===== src/design/mdm_pkg.sv =====
package mdm_pkg;

	localparam int DEF_QUEUE_COUNT = 256;
	localparam int DEF_POOL_NODES  = 4096;

	localparam logic [30:0] MODULUS    = 31'd1000000007;
	localparam logic [30:0] MODULUS_X2 = 31'd2000000014;

	typedef enum logic [2:0] {
		OP_PUSH_FRONT = 3'd0,
		OP_POP_FRONT  = 3'd1,
		OP_PUSH_BACK  = 3'd2,
		OP_POP_BACK   = 3'd3,
		OP_ADD_ALL    = 3'd4,
		OP_APPEND     = 3'd5
	} op_t;

	typedef enum logic [1:0] {
		ST_OK    = 2'd0,
		ST_EMPTY = 2'd1,
		ST_FULL  = 2'd2,
		ST_SAME  = 2'd3
	} status_t;

	typedef enum logic [2:0] {
		K_NOP,
		K_SAME,
		K_PUSH,
		K_POP,
		K_ADD,
		K_APPEND
	} kind_t;

	typedef struct packed {
		kind_t       kind;
		logic        at_back;
		logic [7:0]  q;
		logic [7:0]  r;
		logic [29:0] value;
	} cmd_t;

	typedef struct packed {
		logic [29:0] pop_value;
		status_t     status;
	} res_t;

	typedef enum logic [3:0] {
		S_CLEAR,
		S_IDLE,
		S_QRD,
		S_PUSH_LINK,
		S_POP_WB,
		S_ADD_WR,
		S_APP_R,
		S_APP_W2,
		S_DONE
	} state_t;

endpackage


===== src/design/mdm_front.sv =====
module mdm_front #(
	parameter int QUEUE_COUNT = mdm_pkg::DEF_QUEUE_COUNT
) (
	input  logic          clk,
	input  logic          arst_n,
	input  logic          push,
	output logic          full,
	input  logic [2:0]    op,
	input  logic [7:0]    queue_index,
	input  logic [7:0]    other_queue,
	input  logic [29:0]   value,
	output logic          cmd_valid,
	output mdm_pkg::cmd_t cmd,
	input  logic          cmd_take
);
	import mdm_pkg::*;

	cmd_t       cmd_in;
	cmd_t       slot_q [2];
	logic       wr_q;
	logic       rd_q;
	logic [1:0] count_q;
	logic       acc;

	// classify the request
	always_comb begin
		cmd_in.kind    = K_NOP;
		cmd_in.at_back = (op_t'(op) == OP_PUSH_BACK) || (op_t'(op) == OP_POP_BACK);
		cmd_in.q       = queue_index;
		cmd_in.r       = other_queue;
		cmd_in.value   = value;
		if (32'(queue_index) < QUEUE_COUNT) begin
			unique case (op_t'(op))
				OP_PUSH_FRONT, OP_PUSH_BACK: cmd_in.kind = K_PUSH;
				OP_POP_FRONT, OP_POP_BACK:   cmd_in.kind = K_POP;
				OP_ADD_ALL:                  cmd_in.kind = K_ADD;
				OP_APPEND: begin
					if (32'(other_queue) < QUEUE_COUNT)
						cmd_in.kind = (queue_index == other_queue) ? K_SAME : K_APPEND;
				end
				default: cmd_in.kind = K_NOP;
			endcase
		end
	end

	assign full      = (count_q == 2'd2);
	assign acc       = push && !full;
	assign cmd_valid = (count_q != 2'd0);
	assign cmd       = slot_q[rd_q];

	always_ff @(posedge clk or negedge arst_n) begin
		if (!arst_n) begin
			wr_q    <= 1'b0;
			rd_q    <= 1'b0;
			count_q <= 2'd0;
		end else begin
			if (acc)
				wr_q <= ~wr_q;
			if (cmd_take)
				rd_q <= ~rd_q;
			case ({acc, cmd_take})
				2'b10:   count_q <= count_q + 2'd1;
				2'b01:   count_q <= count_q - 2'd1;
				default: count_q <= count_q;
			endcase
		end
	end

	always_ff @(posedge clk) begin
		if (acc)
			slot_q[wr_q] <= cmd_in;
	end

endmodule


===== config.mk =====
export PLATFORM = sky130hd
export DESIGN_NAME = mdm_front
export DESIGN_NICKNAME = d
export VERILOG_FILES = /design/src/design/mdm_pkg.sv /design/src/design/mdm_front.sv
export SDC_FILE = /design/constraint.sdc
export NUM_CORES = 1
export LEC_CHECK = 0
export BUFFER_PORTS_ARGS = -buffer_cell sky130_fd_sc_hd__clkbuf_2
export CAP_MARGIN = 20
export CORE_AREA = 2 2 80 121
export CTS_BUF_LIST = sky130_fd_sc_hd__clkbuf_8 sky130_fd_sc_hd__clkbuf_16
export DETAILED_ROUTE_END_ITERATION = 10
export DIE_AREA = 0 0 82 123
export PLACE_DENSITY = 0.73
export SYNTH_ARGS = -nofsm -noshare
export SYNTH_HDL_FRONTEND = slang
export SYNTH_SLANG_ARGS = --single-unit

===== constraint.sdc =====
create_clock -name clk -period 3 [get_ports clk]
set_input_delay 0.3 -clock clk [delete_from_list [all_inputs] [get_ports clk]]
set_output_delay 0.3 -clock clk [all_outputs]
set_load 0.05 [all_outputs]

==> results of run 1 <==
[path summary, 6_finish.rpt]
path,startpoint,endpoint
setup / recovery,rd_q,cmd[49]
hold / removal,value[1],slot_q[0][1]
setup reg to reg,count_q[0],slot_q[0][23]
hold reg to reg,count_q[1],count_q[1]
max in group asynchronous,arst_n,rd_q
min in group asynchronous,arst_n,count_q[0]
[worst register-to-register path, delay by kind of cell (launching register included)]
family                 cells  cell delay (ns)
buffers and inverters      1             0.38
flip-flops                 1             0.41
AND/OR/NAND/NOR            3             0.78
[power groups by stage]
| stage | registers (uW) | clock network [uW] | logic, uW |
|---|---|---|---|
| global placement | 2290 | 0 | 2400 |
| global route | 2310 | 1460 | 2510 |
| detailed placement | 2310 | 0 | 2420 |
| floorplan | 2100 | 0 | 2270 |
| CTS | 2280 | 1390 | 2430 |
| finish | 2270 | 1370 | 2400 |
[per-layer routing]
metal,up-vias,track usage,share of wire
met5,-,0,0
met4,0,0.08229,0.025
met3,14,0.03796,0.047
met2,64,0.2307,0.54
met1,988,0.1440,0.39
li1,952,-,-
[area by class of cell]
| class | count | area, sq um |
|---|---|---|
| fill | 707 | 3906 |
| sequential | 104 | 3107 |
| multi-input combinational | 76 | 952.2 |
| timing repair buffer | 108 | 565.5 |
| clock buffer | 9 | 225.2 |
| tap | 112 | 140.1 |
| clock inverter | 7 | 135.1 |
| inverter | 2 | 7.507 |
[kinds of logic after synthesis]
group,synth area share
xor+xnor,0.02734
flops,0.7450
fa+ha+maj,0.003003
simple gates,0.01292
mux,0.1793
buf+inv,0.02854
compound gates,0.003906
[placed cells by master (no fill, tap or decap)]
master / instances
clkbuf_2: 104
edfxtp_1: 100
mux2_4: 49
xor2_1: 9
clkbuf_16: 9
xnor2_1: 4
bufinv_16: 4
inv_1: 3
dfrtp_1: 3
buf_4: 2
nand2b_1: 1
a21boi_0: 1
mux2_2: 1
or2_2: 1
and3_2: 1
nor2b_1: 1
nand2_1: 1
and2_1: 1
nor3_1: 1
nor4_1: 1
a311oi_1: 1
nor2_4: 1
nor2_1: 1
ha_1: 1
clkinvlp_4: 1
clkinv_1: 1
dlygate4sd3_1: 1
buf_12: 1
dfrtp_4: 1
[sequential cells by signal (all words and copies together) (netlist names)]
signal	cells
count_q	2
rd_q	1
slot_q	100
wr_q	1
[stage by stage]
stage,worst slack [ns],hold WS (ns)
after global routing,0.5414,0.1336
after floorplan,0.6475,0.004409
after detailed placement,0.9616,0.1159
after CTS,0.5835,0.1351
after global placement,0.9699,0.1084
final,0.5956,0.1484
==> run summary, run 1 <==
The run finished with clean final reports. The tools report the total number of vias as 2018. Synthesis produced a netlist whose cell count is 188.

The tools report the part of the Yosys area used for sequential elements as 0.7450. The tree is rooted in a clkbuf_16. The period utilization is 0.8015. Routability-driven placement finished with a final weighted congestion of 0.6854.

Post-CTS timing repair inserted 0 buffers for setup. The fraction of power spent switching nets was 0.3857; the number of antenna repair diodes was 0. Across the routed clock network, the largest skew measured is 0.004373 ns.

The number of clock sinks seen by CTS came out at 104. Setup slack on the worst reg-to-reg path comes out at 1.11 ns. Once detail routing completed, the nets flagged for antenna violations numbered 0. The row count came out at 43. The worst path in the final design needs a cycle of 2.404 ns, including I/O delays and setup. The total wirelength of the detailed-routed design was 6683 um. The run gives 0 ns as the setup TNS. The commonest cells after synthesis are 100 x edfxtp_1, 49 x mux2_4, 9 x xor2_1. The most used flip-flop cell after synthesis is edfxtp_1. After the first detailed-routing iteration, the DRC count stood at 64. The logs give 105 for the number of ports placed on the die boundary and 0.004165 sq mm for the total standard cell area after synthesis. The placed instances occupy a cell area of 0.004762 sq mm. The clock passes through at most 2 buffers. Relative to the synthesized area, the layout overhead comes to 23.22%. Cts-stage hold buffer count: 1. The instance count on the critical path is 2, and the critical path required time is 2.70 ns. The proportion of register bits with asynchronous set or reset after synthesis works out to 0.03846.

Max-cap violations in this run came to 0. After layout, the design draws a total of 6030 uW. The signal on the critical path passes through mux2_2 -> clkbuf_2. Measured along the x axis, the die boundary spans 82 um.

For this design the total switching power over the nets is 2326 uW. Clock-pin slew was measured on the worst setup and hold paths at 0.07 ns. The count of state elements after synthesis came out at 104. Worst endpoint data arrival time: 2.10 ns.

The number of global-route vias before repair is 1979. For the pin with the worst max-slew slack, the measured transition is 0.9634 ns. For the share of the core filled with cells, the log shows 0.5678. The biggest fanout along the worst timing path is 51. The die covers 0.01009 sq mm. Among cell families on the critical path, the largest total delay comes from flip-flops. The effective utilization at floorplan is 0.4608. The critical-path cell with the highest stage delay is dfrtp_4.

The tools report the combinational cell fraction of total power as 0.398. The power share of the sequential group came out at 0.376. Once the clock tree was built, the resizer swapped 0 gates to a different size. The setup-violating endpoint count in the final report is 0. For the number of hold violations in the final report, the log shows 0. Yosys attributes the largest share of cell area to edfxtp_1 72%, mux2_4 18%, buf_12 2.4%.

The run gives 0.0009603 V as the worst voltage drop across the vdd grid. The part of the power in the clock network came out at 0.226. Setup repair after global routing left no endpoint under its margin. The chip height is 123 um. Total leakage power: 0.002107 uW.

Among all cell types in the netlist, the one instantiated most often is edfxtp_1. The HPWL after detailed placement is 4553 um. The fraction of layout cells with a size suffix above 1 works out to 0.5719. For the clock insertion delay at the later pin of the skew report, the log shows 0.33 ns. The largest single stage delay on the critical path is 1.04 ns.

Averaged over all synthesized cells, the footprint is 22.16 sq um. The number of placed instances, taps included, is 401. The H-tree was split into 3 levels.

For this run, the number of Yosys warnings is 0. Input and output buffers added on the ports amount to 104. The count of unique library cells instantiated by Yosys is 21, and the global-route wire length before repair is 9584 um. The power density over the cells works out to 1175 mW/mm^2. The buffers plus inverters on the worst setup path was 1.

The number of flops mapped to enable cells by yosys was 100; the share of the synthesized area in the top cell type was 0.7209. The tools report the global-route total usage across every layer as 0.1348. The sort of element at the start of the critical path was a flip-flop.

The maximum number of pins on one net before global-route repair was 52. In the final routed layout, each cell accounts on average for 15.99 um. The sum of overflow across all layers after global routing was 0; the routed via count divided by cell count was 4.828. Final-report max-slew violation count: 0.

The tools report the initial antenna violation count as 0. In this run the worst hold path is classified as input port to flip-flop. The endpoint kind of the worst setup timing path is an output pin. By startpoint and endpoint, the worst setup path is classified as flip-flop to output pin. The logs give 0.3577 for the headroom to the max-slew limit and 355 for the final net count. The total clock buffers created by CTS was 9. Cell internal power was estimated by the tool at 3704 uW. The number of cells on the worst hold path is 1. edfxtp_1 takes more of the synthesized area than any other cell. The top achievable clock speed came out at 0.4159 GHz. The region available for standard cell placement spans 0.009039 sq mm. After routing the design area is 0.005132 sq mm.

Excluding fillers, the count of instances in the completed layout stands at 418. TritonCTS built the clock tree. When the netlist entered floorplanning its net count stood at 242. The length in cells of the worst reg-to-reg path works out to 4. The length of the first detailed-routing pass in iterations is 4. The tools report the remaining routing DRC violations as 0.
No activity file was read; power rests on OpenSTA's default activity.
==> run 2: changes to the inputs <==
==> constraint.sdc (replaced) <==
create_clock -name clk -period 2 [get_ports clk]
set_input_delay 0.2 -clock clk [delete_from_list [all_inputs] [get_ports clk]]
set_output_delay 0.2 -clock clk [all_outputs]
set_load 0.05 [all_outputs]
==> run 2 against run 1 <==
Compared with the run above:
- count of clock-buffer cells in the layout unchanged
- via count up 0.55%
- global-route usage about the same
- critical path depth up 1
- register-to-register slack worse by 0.65 ns
- sequential cell count unchanged
- die area unchanged
- critical path type unchanged
- worst setup slack worse by 0.47 ns
- clock power up 20%
==> run summary, run 2 (synthesis gave the netlist of run 1 again) <==
The run gives 0.7228 (+0.3651) as the headroom to the max-slew limit. The run gives 0 (unchanged) as the number of hold violations in the final report. The flip-flop count of the largest register after layout came out at 100 (unchanged). Worst setup path startpoint: rd_q.

The setup-violating endpoint count in the final report was 0 (unchanged); the full die area was 0.01009 sq mm (unchanged). The total number of vias was 2029 (+0.55%). The number of ports placed on the die boundary came out at 105 (unchanged). STA classifies the critical path startpoint as a flip-flop.

The number of cells on the worst hold path is 1 (unchanged). The largest registers in the layout are slot_q (100), count_q (2). The tools report the global-route wire length before repair as 9597 um (+0.14%).

Top achievable clock speed: 0.5327 GHz. The tools report the total chip power as 8685 uW (+44%). The routed via count divided by cell count works out to 4.831 (about the same). The final net count is 358 (+0.85%), and the power density over the cells is 1706 mW/mm^2 (+45%).

The period utilization works out to 0.9386. Total leakage power: 0.002096 uW (-0.52%). The critical path is of the flip-flop to output pin type. Clock transition at the registers of the reported paths: 0.06 ns (about the same). Setup repair after global routing left no endpoint under its margin. The length in cells of the worst reg-to-reg path is 4 (unchanged), and the effective utilization at floorplan is 0.4608 (unchanged). Endpoint kind of the worst setup timing path: an output pin. The area of the multi-input gates was 952.2 sq um (unchanged); the width of the chip was 82 um (unchanged). The chip height is 123 um (unchanged), and the initial antenna violation count is 0 (unchanged). The worst register-to-register path ends at slot_q[0][16].

The total wirelength of the detailed-routed design is 6621 um (-0.93%). Following the worst setup path forward leads to its endpoint at cmd[40]. The logs give 0.003107 sq mm (unchanged) for the area used by sequential logic in the layout and 0.003472 ns (-0.0009012 ns) for the clock skew. The area growth from synthesis to layout is 22.26%, and the CTS H-tree depth is 3 (unchanged). The placed instance count is 404 (+0.75%). The post-detailed-route wirelength per cell is 15.76 um (-1.4%), and the sum of overflow across all layers after global routing is 0 (unchanged). The final-report max-slew violation count came out at 0 (unchanged). For the number of filler instances in the final layout, the log shows 716 (+1.3%).

The setup TNS is 0 ns (unchanged). The signal on the critical path passes through buf_12 -> mux2_4 -> clkbuf_2. The length of the first detailed-routing pass in iterations was 4 (unchanged). Counting flops per register, the top entry is slot_q. The run finished with clean final reports. The launch instance of the worst register-to-register path is count_q[0]. The logs give 4711 um (+3.5%) for the post-DP HPWL and 1.68 ns (-0.42 ns) for the worst endpoint data arrival time.

The antenna violation net count after detailed routing was 0 (unchanged). The tools report the critical path required time as 1.80 ns (-0.90 ns). The violation count after the first detailed-routing iteration is 70 (+9.4%), and the total of max-cap violations is 0 (unchanged). The slack of the worst reg-to-reg path is 0.46 ns (-0.65 ns).

Leaving out fill and tap cells, the most frequent cell in the layout is clkbuf_2. The area inside the core boundary was 0.009039 sq mm (unchanged). The library cell used as clock root buffer is clkbuf_16. The tools report the worst voltage drop across the vdd grid as 0.001149 V (+20%). The top cell types in the final layout, fill and taps aside, are 104 x clkbuf_2, 100 x edfxtp_1, 49 x mux2_4. Clock insertion delay at the later pin of the skew report: 0.33 ns (about the same). Number of global-route vias before repair: 1973 (-0.30%).

The number of clock sinks seen by CTS is 104 (unchanged). The global-route total usage across every layer is 0.1351 (+0.0002916), and the number of antenna repair diodes is 0 (unchanged). The fraction of layout cells with a size suffix above 1 was 0.5779 (+0.006027); the number of non-filler instances in the completed layout was 420 (+0.48%). Slew at the pin closest to its max-slew limit: 0.4120 ns (-0.5514 ns). The remaining routing DRC violations was 0 (unchanged); the placer congestion estimate was 0.7182 (+4.8%). The minimum clock period was 1.877 ns. TritonCTS built the clock tree.

The number of buffers inserted by post-CTS setup repair is 0 (unchanged), and the biggest fanout along the worst timing path is 31 (-39%). Worst-case clock buffer depth: 2 (unchanged). The maximum number of pins on one net before global-route repair is 32 (-38%), and the total clock buffers created by CTS is 9 (unchanged). The row count came out at 43 (unchanged). The worst hold path class is input port to flip-flop. The number of buffers inserted by port buffering was 104 (unchanged). The critical-path cell with the highest stage delay was dfrtp_4. The delay of the slowest critical-path stage was 0.48 ns (-0.56 ns).
[run 2: cell count changes in the layout (fill, tap and decap cells not counted)]
cell       change
buf_12         +1
buf_4          +2
bufinv_16      -3
clkinv_1       -1
clkinv_2       +2
inv_6          +1
[run 2: through the flow]
step	instance area (sq um)	setup slack (ns)	hold WS (ns)	util
CTS	5092	0.1140	0.04026	0.5634
detailed placement	4797	0.4708	0.01490	0.5307
global route	5092	0.07946	0.04456	0.5634
floorplan	4174	0.1872	-0.09559	-
finish	5092	0.1227	0.05465	0.5634
global placement	4797	0.4783	0.01357	0.5307
[run 2: per-layer routing]
layer | part of all wire | global-route usage | up-vias | routed length [um]
met5 | 0 | 0 | - | 0
met3 | 0.047 | 0.02336 | 21 | 312
met4 | 0.049 | 0.1042 | 0 | 325
li1 | - | - | 956 | -
met1 | 0.37 | 0.1430 | 985 | 2467
met2 | 0.53 | 0.2322 | 67 | 3514
[run 2: worst min path at each step]
| stage | startpoint | endpoint | slack (ns) |
|---|---|---|---|
| 6_report | value[9] | slot_q[1][9] | 0.05 |
| 4_1_cts | value[1] | slot_q[1][1] | 0.04 |
| 3_5_place_dp | arst_n | rd_q | 0.01 |
| 2_1_floorplan | arst_n | count_q[0] | -0.1 |
| 3_3_place_gp | arst_n | rd_q | 0.01 |
| 5_1_grt | value[22] | slot_q[0][22] | 0.04 |
[run 2: report_power, final]
part / switching [uW] / internal [uW]
Sequential: 174 / 2990
Combinational: 2600 / 1270
Clock: 688 / 957
[run 2: area by class of cell]
class,count,share of cell area
timing repair buffer,111,0.1179
multi-input combinational,76,0.1870
tap,112,0.02752
inverter,2,0.001474
clock inverter,6,0.01179
sequential,104,0.6101
clock buffer,9,0.04423
[run 2: worst max-delay path: cells and delay by family (launching register included)]
kind                   cells  cell delay, ns
buffers and inverters      2            0.50
flip-flops                 1            0.48
multiplexers               1            0.34
[run 2: what timing repair did]
action	4_1_cts	5_1_grt
hold buffers	1	0
resized for setup	0	0
hold endpoints to repair	4	0
